File: src/hdl/hfw_pkg.sv
`default_nettype none

package hfw_pkg;

  localparam int unsigned InCountW  = 32;
  localparam int unsigned CfgW      = 32;
  localparam int unsigned WidthW    = 42;
  localparam int unsigned BinFieldW = 11;
  localparam int unsigned PeakCntW  = 32;

  localparam logic [CfgW-1:0] BinWidthReset = 32'h0001_0000;

  typedef enum logic [2:0] {
    S_LOAD,
    S_LEFT_RD,
    S_LEFT_CHK,
    S_RIGHT_RD,
    S_RIGHT_CHK,
    S_MUL,
    S_DONE
  } state_e;

  typedef struct packed {
    logic load;
    logic rd_en;
    logic rd_right;
    logic lo_dec;
    logic hi_inc;
    logic mul;
    logic emit;
  } cmd_t;

  typedef struct packed {
    logic lo_zero;
    logic hi_end;
    logic above;
  } sts_t;

endpackage

`default_nettype wire

File: src/hdl/hfw_ctrl.sv
`default_nettype none

module hfw_ctrl (
  input  wire logic          clk_i,
  input  wire logic          rst_ni,
  input  wire logic          in_valid_i,
  input  wire logic          in_last_i,
  input  wire logic          out_ready_i,
  input  wire hfw_pkg::sts_t sts_i,
  output logic               in_ready_o,
  output logic               out_valid_o,
  output hfw_pkg::cmd_t      cmd_o
);

  hfw_pkg::state_e state_q, state_d;
  logic            out_valid_q, out_valid_d;
  logic            out_free;

  assign out_free = !out_valid_q || out_ready_i;

  always_comb begin
    state_d = state_q;
    unique case (state_q)
      hfw_pkg::S_LOAD: begin
        if (in_valid_i && in_last_i) state_d = hfw_pkg::S_LEFT_RD;
      end
      hfw_pkg::S_LEFT_RD: begin
        state_d = sts_i.lo_zero ? hfw_pkg::S_RIGHT_RD : hfw_pkg::S_LEFT_CHK;
      end
      hfw_pkg::S_LEFT_CHK: begin
        state_d = sts_i.above ? hfw_pkg::S_LEFT_RD : hfw_pkg::S_RIGHT_RD;
      end
      hfw_pkg::S_RIGHT_RD: begin
        state_d = sts_i.hi_end ? hfw_pkg::S_MUL : hfw_pkg::S_RIGHT_CHK;
      end
      hfw_pkg::S_RIGHT_CHK: begin
        state_d = sts_i.above ? hfw_pkg::S_RIGHT_RD : hfw_pkg::S_MUL;
      end
      hfw_pkg::S_MUL: begin
        state_d = hfw_pkg::S_DONE;
      end
      hfw_pkg::S_DONE: begin
        if (out_free) state_d = hfw_pkg::S_LOAD;
      end
      default: state_d = hfw_pkg::S_LOAD;
    endcase
  end

  always_comb begin
    cmd_o      = '0;
    in_ready_o = 1'b0;
    unique case (state_q)
      hfw_pkg::S_LOAD: begin
        in_ready_o = 1'b1;
        cmd_o.load = in_valid_i;
      end
      hfw_pkg::S_LEFT_RD: begin
        cmd_o.rd_en = 1'b1;
      end
      hfw_pkg::S_LEFT_CHK: begin
        cmd_o.lo_dec = sts_i.above;
      end
      hfw_pkg::S_RIGHT_RD: begin
        cmd_o.rd_en    = 1'b1;
        cmd_o.rd_right = 1'b1;
      end
      hfw_pkg::S_RIGHT_CHK: begin
        cmd_o.hi_inc = sts_i.above;
      end
      hfw_pkg::S_MUL: begin
        cmd_o.mul = 1'b1;
      end
      hfw_pkg::S_DONE: begin
        cmd_o.emit = out_free;
      end
      default: begin
        cmd_o = '0;
      end
    endcase
    out_valid_d = cmd_o.emit ? 1'b1 : (out_ready_i ? 1'b0 : out_valid_q);
  end

  assign out_valid_o = out_valid_q;

  always_ff @(posedge clk_i or negedge rst_ni) begin
    if (!rst_ni) begin
      state_q     <= hfw_pkg::S_LOAD;
      out_valid_q <= 1'b0;
    end else begin
      state_q     <= state_d;
      out_valid_q <= out_valid_d;
    end
  end

endmodule

`default_nettype wire

File: config.mk
export PLATFORM = sky130hd
export DESIGN_NAME = hfw_ctrl
export DESIGN_NICKNAME = d
export VERILOG_FILES = /design/src/hdl/hfw_pkg.sv /design/src/hdl/hfw_ctrl.sv
export SDC_FILE = /design/constraint.sdc
export NUM_CORES = 1
export LEC_CHECK = 0
export ABC_CLOCK_PERIOD_IN_PS = 1500
export CAP_MARGIN = 30
export CORE_AREA = 4 4 41 43
export CTS_CLUSTER_SIZE = 30
export DETAILED_ROUTE_END_ITERATION = 10
export DIE_AREA = 0 0 45 47
export DONT_BUFFER_PORTS = 1
export PLACE_DENSITY_LB_ADDON = 0.1
export SYNTH_ARGS = -nofsm -noshare
export SYNTH_HDL_FRONTEND = slang
export SYNTH_SLANG_ARGS = --single-unit
File: constraint.sdc
create_clock -name clk_i -period 1.5 [get_ports clk_i]
set_input_delay 0 -clock clk_i [delete_from_list [all_inputs] [get_ports clk_i]]
set_output_delay 0 -clock clk_i [all_outputs]
set_load 0.01 [all_outputs]
==> impl_metrics.py, run 1 <==
metrics = {
    "critical_path": {
        "worstPathCellList": "nor2b_1 -> nor3b_1",
        "timing.critical_path.required_ns": 1.50,
        "timing.critical_path.slowest_cell_delay_ns": 0.45,
        "critPathMaxFanout": 10,
        "regToRegSetupSlack_ns": 0.35,
        "cp_endpoint_kind": "output pin",
        "criticalPathCategory": "reg2out",
        "critical_path.n_buffers_inverters": 0,
        "critical-path-top-delay-family": "simple AND/OR/NAND/NOR gates",
        "critPathArrivalTime_ns": 1.27,
        "critPathSlowestCell": "sky130_fd_sc_hd__dfrtp_1",
        "start_kind": "flip-flop",
    },
    "final_layout": {
        "layout_common_cells": "sky130_fd_sc_hd__dlygate4sd3_1 (5), sky130_fd_sc_hd__o21ai_0 (4), sky130_fd_sc_hd__dfrtp_1 (4)",
        "total_number_of_nets_in_the_final_design": 53,
        "n_antenna_cell": 0,
        "most_common_library_cell_in_the_layout_ignoring_fill_and_taps": "sky130_fd_sc_hd__dlygate4sd3_1",
        "area_growth_pct": 22.1,
        "layout_cells_sized_above_1_pct": 20.9,
        "nFillCells": 153,
        "final_core_utilization_pct": 29.2,
    },
    "placed_design": {
        "io_buffers": 0,
        "replace_congestion": 0.705,
        "post-dp-hpwl_um": 578,
    },
    "worst_hold_path": {
        "min-delay-path-class": "in2reg",
    },
    "timing": {
        "totalNegativeSetupSlack_ns": 0,
        "fin_skew_ns": 0.000214,
        "final_min_period_over_clock_period_pct": 84.9,
        "finalSetupViolCount": 0,
        "slew_viol_final": 0,
        "grt_setup_unrepaired": "false",
        "timing_hold_violations_final": 0,
        "fmax_mhz": 786,
        "timing_worst_slew_pin_value_ns": 0.384,
        "worst_slew_margin_rel_pct": 74.3,
        "post_route_minimum_period_ns": 1.27,
    },
    "run": {
        "cap_viol_max_count": 0,
    },
    "drt": {
        "antenna_left": 0,
        "postRouteWirelength_um": 744,
        "drt_drc_violations_left": 0,
        "dr.pass1.iters": 1,
        "average_vias_per_placed_instance": 4.88,
        "routed_wire_length_per_instance_um": 12.8,
        "detailroute.via_count": 283,
        "dr.first_iter.drc_count": 0,
    },
    "cts": {
        "clock_path_buffers": 2,
        "worst_skew_pair.late_latency_ns": 0.23,
        "count_of_buffers_added_by_post_cts_timing_repair_for_setup": 0,
        "total_cts_buffers": 3,
        "cts.clk_slew.worst_paths_ns": 0.04,
        "htree_num_levels": 1,
        "clock_tree_from_tritoncts": "done",
        "postCtsResizedCells": 0,
        "clock_sink_count": 4,
        "cts-root-buf": "sky130_fd_sc_hd__clkbuf_4",
    },
    "grt": {
        "grt_remaining_overflow": 0,
        "grt_max_degree": 12,
        "grt_pass1_vias": 302,
        "gr-usage-all-layers_pct": 9.19,
        "grt_antenna_before_repair": 0,
        "grt_first_pass_wirelength_um": 1290,
    },
    "synth": {
        "synthesis.nets": 45,
        "synthesis.area_um2": 312,
        "yosys_warnings": 0,
        "mean_post_synth_cell_area_um2": 8.42,
        "synthDistinctLibCells": 21,
        "yosysSeqAreaShare_pct": 32.1,
        "ffs_latches_synth": 4,
        "postSynthCellCount": 37,
    },
    "power": {
        "power.static_leakage_uw": 0.000163,
        "peakVddDrop_mv": 0.627,
        "pwr_density_cell_mw_per_mm2": 1890,
    },
    "die": {
        "floorplan.die.height_um": 47,
        "start_util_pct": 23.9,
        "fp-row-count": 13,
        "die_w_um": 45,
        "die_area_mm2": 0.00212,
        "fp.coreArea_mm2": 0.00130,
        "io-pin-count": 17,
    },
    "outcome": {
        "outcome": "finished clean",
    },
}
layer usage:
layer / GRT usage (%) / part of all wire, %
met1: 11.0 / 43
met2: 11.9 / 43
met3: 1.92 / 10
met4: 12.3 / 3.6
met5: 0 / 0
cell families after synthesis:
kind of cell	Yosys count	synth area share [%]
buffers and inverters	7	14.5
DFF	4	32.1
AOI/OAI and AO/OA	12	23.7
and+or+nand+nor	14	29.7
through the flow:
| stage | hold slack, ns | total power [uW] | cells | setup slack (ns) | area, um^2 |
|---|---|---|---|---|---|
| 6_report | 0.0351 | 720 | 58 | 0.227 | 380 |
| 5_1_grt | 0.0643 | 794 | 58 | 0.0556 | 380 |
| 4_1_cts | 0.0319 | 733 | 58 | 0.200 | 380 |
| 3_5_place_dp | -0.295 | 585 | 50 | 0.354 | 308 |
| 3_3_place_gp | -0.295 | 581 | 50 | 0.368 | 308 |
| 2_1_floorplan | -0.296 | 562 | 37 | 0.434 | 312 |
cells in the mapped netlist:
cell type / n / share of area (%)
sky130_fd_sc_hd__dfrtp_1: 4 / 32
sky130_fd_sc_hd__o21ai_0: 4 / 6.4
sky130_fd_sc_hd__inv_1: 3 / 3.6
sky130_fd_sc_hd__nor2b_1: 3 / 6.0
sky130_fd_sc_hd__a21oi_1: 2 / 3.2
sky130_fd_sc_hd__buf_6: 2 / 7.2
sky130_fd_sc_hd__nand2_1: 2 / 2.4
sky130_fd_sc_hd__nor3_1: 2 / 3.2
sky130_fd_sc_hd__o21ai_1: 2 / 3.2
sky130_fd_sc_hd__o31ai_1: 2 / 4.8
sky130_fd_sc_hd__a211o_2: 1 / 3.2
sky130_fd_sc_hd__and2_1: 1 / 2.0
sky130_fd_sc_hd__and2b_2: 1 / 2.8
sky130_fd_sc_hd__and4bb_1: 1 / 4.0
sky130_fd_sc_hd__and4bb_2: 1 / 4.0
sky130_fd_sc_hd__buf_4: 1 / 2.4
sky130_fd_sc_hd__inv_2: 1 / 1.2
sky130_fd_sc_hd__nand3_1: 1 / 1.6
sky130_fd_sc_hd__nor2_1: 1 / 1.2
sky130_fd_sc_hd__nor3b_1: 1 / 2.4
sky130_fd_sc_hd__o21ai_2: 1 / 2.8
flip-flops by register name, indices dropped and copies added (netlist names):
name,count
state_q,3
out_valid_o,1
final cells by class:
| type | instances | area [um^2] | area share (%) |
|---|---|---|---|
| Tap cell | 15 | 18.8 | 4.93 |
| Timing Repair Buffer | 6 | 57.6 | 15.1 |
| Inverter | 4 | 15.0 | 3.95 |
| Sequential cell | 4 | 100 | 26.3 |
| Multi-Input combinational cell | 26 | 166 | 43.8 |
| Clock buffer | 3 | 22.5 | 5.92 |
worst reg2reg max path: cells and delay by family, from the launching register on:
family,cells,cell delay (ns)
compound gates,2,0.24
flops,1,0.50
simple gates,1,0.29
power breakdown:
group	internal, uW	switching, uW
combinational	140	179
sequential	160	113
clock	89.2	39.2
path summary, 6_finish.rpt:
kind                        startpoint           to  cells after the start
setup / recovery            state_q[0]     cmd_o[3]                      2
hold / removal                sts_i[0]   state_q[1]                      3
max in group asynchronous       rst_ni  out_valid_o                      1
setup reg to reg            state_q[2]   state_q[2]                      3
min in group asynchronous       rst_ni   state_q[2]                      1
hold reg to reg            out_valid_o  out_valid_o                      2
timing repair:
item | CTS | global route
hold buffers | 5 | 0
endpoints found under the hold margin | 7 | 0
endpoints found under the setup margin | 0 | 0
(Power assumes the default switching activity.)
==> inputs of run 2 (changes only) <==
ABC_AREA = 1   (was unset)
ABC_CLOCK_PERIOD_IN_PS = 1200   (was 1500)
clock period = 1.2 ns   (was 1.5 ns; I/O delays follow)
==> impl_metrics.py, run 2 <==
metrics = {
    "placed_design": {
        "placedInstanceArea_um2": 299,
        "replace_congestion": 0.701,
        "post-dp-hpwl_um": 543,
        "io_buffers": 0,
    },
    "power": {
        "pwr_density_cell_mw_per_mm2": 2240,
        "power.static_leakage_uw": 0.000224,
        "total_power_uw": 911,
        "peakVddDrop_mv": 0.661,
    },
    "timing": {
        "fmax_mhz": 882,
        "final_min_period_over_clock_period_pct": 94.5,
        "worst_slew_margin_rel_pct": 83.9,
        "post_route_minimum_period_ns": 1.13,
        "fin_skew_ns": 0.00164,
        "slew_viol_final": 0,
        "totalNegativeSetupSlack_ns": 0,
        "timing_worst_slew_pin_value_ns": 0.240,
        "finalSetupViolCount": 0,
        "grt_setup_unrepaired": "false",
        "holdWs_ns": 0.0173,
        "timing_hold_violations_final": 0,
    },
    "critical_path": {
        "start_kind": "flip-flop",
        "critPathSlowestCell": "sky130_fd_sc_hd__dfrtp_2",
        "timing.critical_path.required_ns": 1.20,
        "criticalPathCategory": "reg2out",
        "timing.critical_path.slowest_cell_delay_ns": 0.46,
        "critPathArrivalTime_ns": 1.13,
        "critical_path.n_buffers_inverters": 1,
        "worst_setup_path_startpoint": "state_q[2]",
        "r2r-start": "state_q[2]",
        "worstPathCellList": "nor4_2 -> buf_4",
        "critical-path-top-delay-family": "flip-flops",
        "cp_endpoint_kind": "output pin",
        "critPathMaxFanout": 8,
    },
    "synth": {
        "synthMostInstantiatedCell": "sky130_fd_sc_hd__inv_1",
        "postSynthCellCount": 48,
        "number_of_synthesized_flops_with_an_enable_pin": 0,
        "yosysSeqAreaShare_pct": 33.5,
        "synthesis.area_um2": 299,
        "async_set_or_reset_register_ratio_after_synthesis_pct": 100,
        "ffs_latches_synth": 4,
        "most_numerous_cell_types_in_the_synthesized_netlist": "sky130_fd_sc_hd__inv_1 (11), sky130_fd_sc_hd__nor2_1 (10), sky130_fd_sc_hd__nand2_1 (8)",
        "mean_post_synth_cell_area_um2": 6.23,
        "synthesis.nets": 56,
        "leading_cell_types_by_total_area_after_synthesis": "sky130_fd_sc_hd__dfrtp_1 (33%), sky130_fd_sc_hd__inv_1 (14%), sky130_fd_sc_hd__nor2_1 (13%)",
        "post-synth-top-area-fraction_pct": 33.5,
        "synthDistinctLibCells": 12,
        "postSynth.topFlopCell": "sky130_fd_sc_hd__dfrtp_1",
        "yosys.area.top_type": "sky130_fd_sc_hd__dfrtp_1",
        "yosys_warnings": 0,
    },
    "drt": {
        "postRouteWirelength_um": 711,
        "average_vias_per_placed_instance": 4.55,
        "dr.pass1.iters": 4,
        "drt_drc_violations_left": 0,
        "detailroute.via_count": 323,
        "routed_wire_length_per_instance_um": 10.0,
        "antenna_left": 0,
        "dr.first_iter.drc_count": 8,
    },
    "grt": {
        "gr-usage-all-layers_pct": 8.09,
        "grt_antenna_before_repair": 0,
        "grt_first_pass_wirelength_um": 1210,
        "grt_pass1_vias": 304,
        "grt_remaining_overflow": 0,
        "grt_max_degree": 10,
    },
    "die": {
        "die_area_mm2": 0.00212,
        "start_util_pct": 23.0,
        "floorplan.die.height_um": 47,
        "die_w_um": 45,
        "io-pin-count": 17,
        "fp.coreArea_mm2": 0.00130,
        "fp-row-count": 13,
    },
    "worst_hold_path": {
        "min_from": "in_last_i",
        "min-delay-path-class": "in2reg",
    },
    "cts": {
        "cts.clk_slew.worst_paths_ns": 0.04,
        "clock_sink_count": 4,
        "htree_num_levels": 1,
        "cts-root-buf": "sky130_fd_sc_hd__clkbuf_4",
        "clock_tree_from_tritoncts": "done",
        "clock_path_buffers": 2,
        "total_cts_buffers": 3,
        "worst_skew_pair.late_latency_ns": 0.24,
    },
    "run": {
        "cap_viol_max_count": 0,
    },
    "final_layout": {
        "post-route-cell-area_um2": 407,
        "area_growth_pct": 36.0,
        "largest_register": "state_q",
        "total_number_of_nets_in_the_final_design": 66,
        "layout_common_cells": "sky130_fd_sc_hd__inv_1 (11), sky130_fd_sc_hd__nand2_1 (8), sky130_fd_sc_hd__nor2_1 (8), sky130_fd_sc_hd__nand3_1 (6), sky130_fd_sc_hd__dlygate4sd3_1 (5)",
        "layout_cells_sized_above_1_pct": 25.0,
        "largest_register_ff_count": 3,
        "n_antenna_cell": 0,
        "final_core_utilization_pct": 31.3,
        "nFillCells": 153,
        "most_common_library_cell_in_the_layout_ignoring_fill_and_taps": "sky130_fd_sc_hd__inv_1",
    },
    "outcome": {
        "outcome": "finished clean",
    },
}
## run 2: tightest hold or removal path, cell delays in order
cell                      delay, ns
sky130_fd_sc_hd__nand2_1       0.04
sky130_fd_sc_hd__nand3_1       0.07
sky130_fd_sc_hd__nand2_1       0.06
sky130_fd_sc_hd__nor2_1        0.04
## run 2: cells by family (layout without fill, tap and decap cells)
kind of cell,after synthesis,in the layout,share of synthesized area [%]
buf+inv,15,23,23.8
compound gates,1,1,1.67
simple gates,28,28,41.0
flops,4,4,33.5
## run 2: layout make-up
cell class,instances,area (um^2),area share [%]
inverters,12,45.0,11.1
clock buffers,3,22.5,5.54
repair buffers,8,72.6,17.8
flip-flops and latches,4,104,25.5
multi-input cells,29,144,35.4
well taps,15,18.8,4.62
## run 2: timing repair
| action | CTS | global route |
|---|---|---|
| hold buffers | 5 | 0 |
| endpoints found under the setup margin | 2 | 4 |
| endpoints found under the hold margin | 7 | 0 |
| setup buffers | 0 | 2 |
| resized for setup | 2 | 5 |
## run 2: worst paths after layout
path | endpoint | slack [ns] | depth (start not counted)
max | cmd_o[3] | 0.07 | 2
min | state_q[0] | 0.02 | 4
max reg2reg | state_q[0] | 0.20 | 6
min reg2reg | out_valid_o | 0.60 | 2
max in group asynchronous | state_q[0] | 0.99 | 1
min in group asynchronous | state_q[2] | 0.03 | 1
## run 2: per-stage QoR
stage	instances	worst slack, ns
2_1_floorplan	48	0.268
3_5_place_dp	61	0.203
3_3_place_gp	61	0.181
6_report	71	0.0661
5_1_grt	71	0.00531
4_1_cts	69	0.00400
## run 2: where the power goes
part / switching (uW) / internal, uW
Clock: 56.8 / 112
Combinational: 248 / 165
Sequential: 123 / 206
Total: 429 / 482
## run 2: metal layers
layer  up-vias  share of wire [%]  track usage [%]
met5         -                  0                0
met4         0                3.2             7.02
met2        15                 46             13.0
met1       146                 42             9.20
met3         2                7.9             1.53
li1        160                  -                -
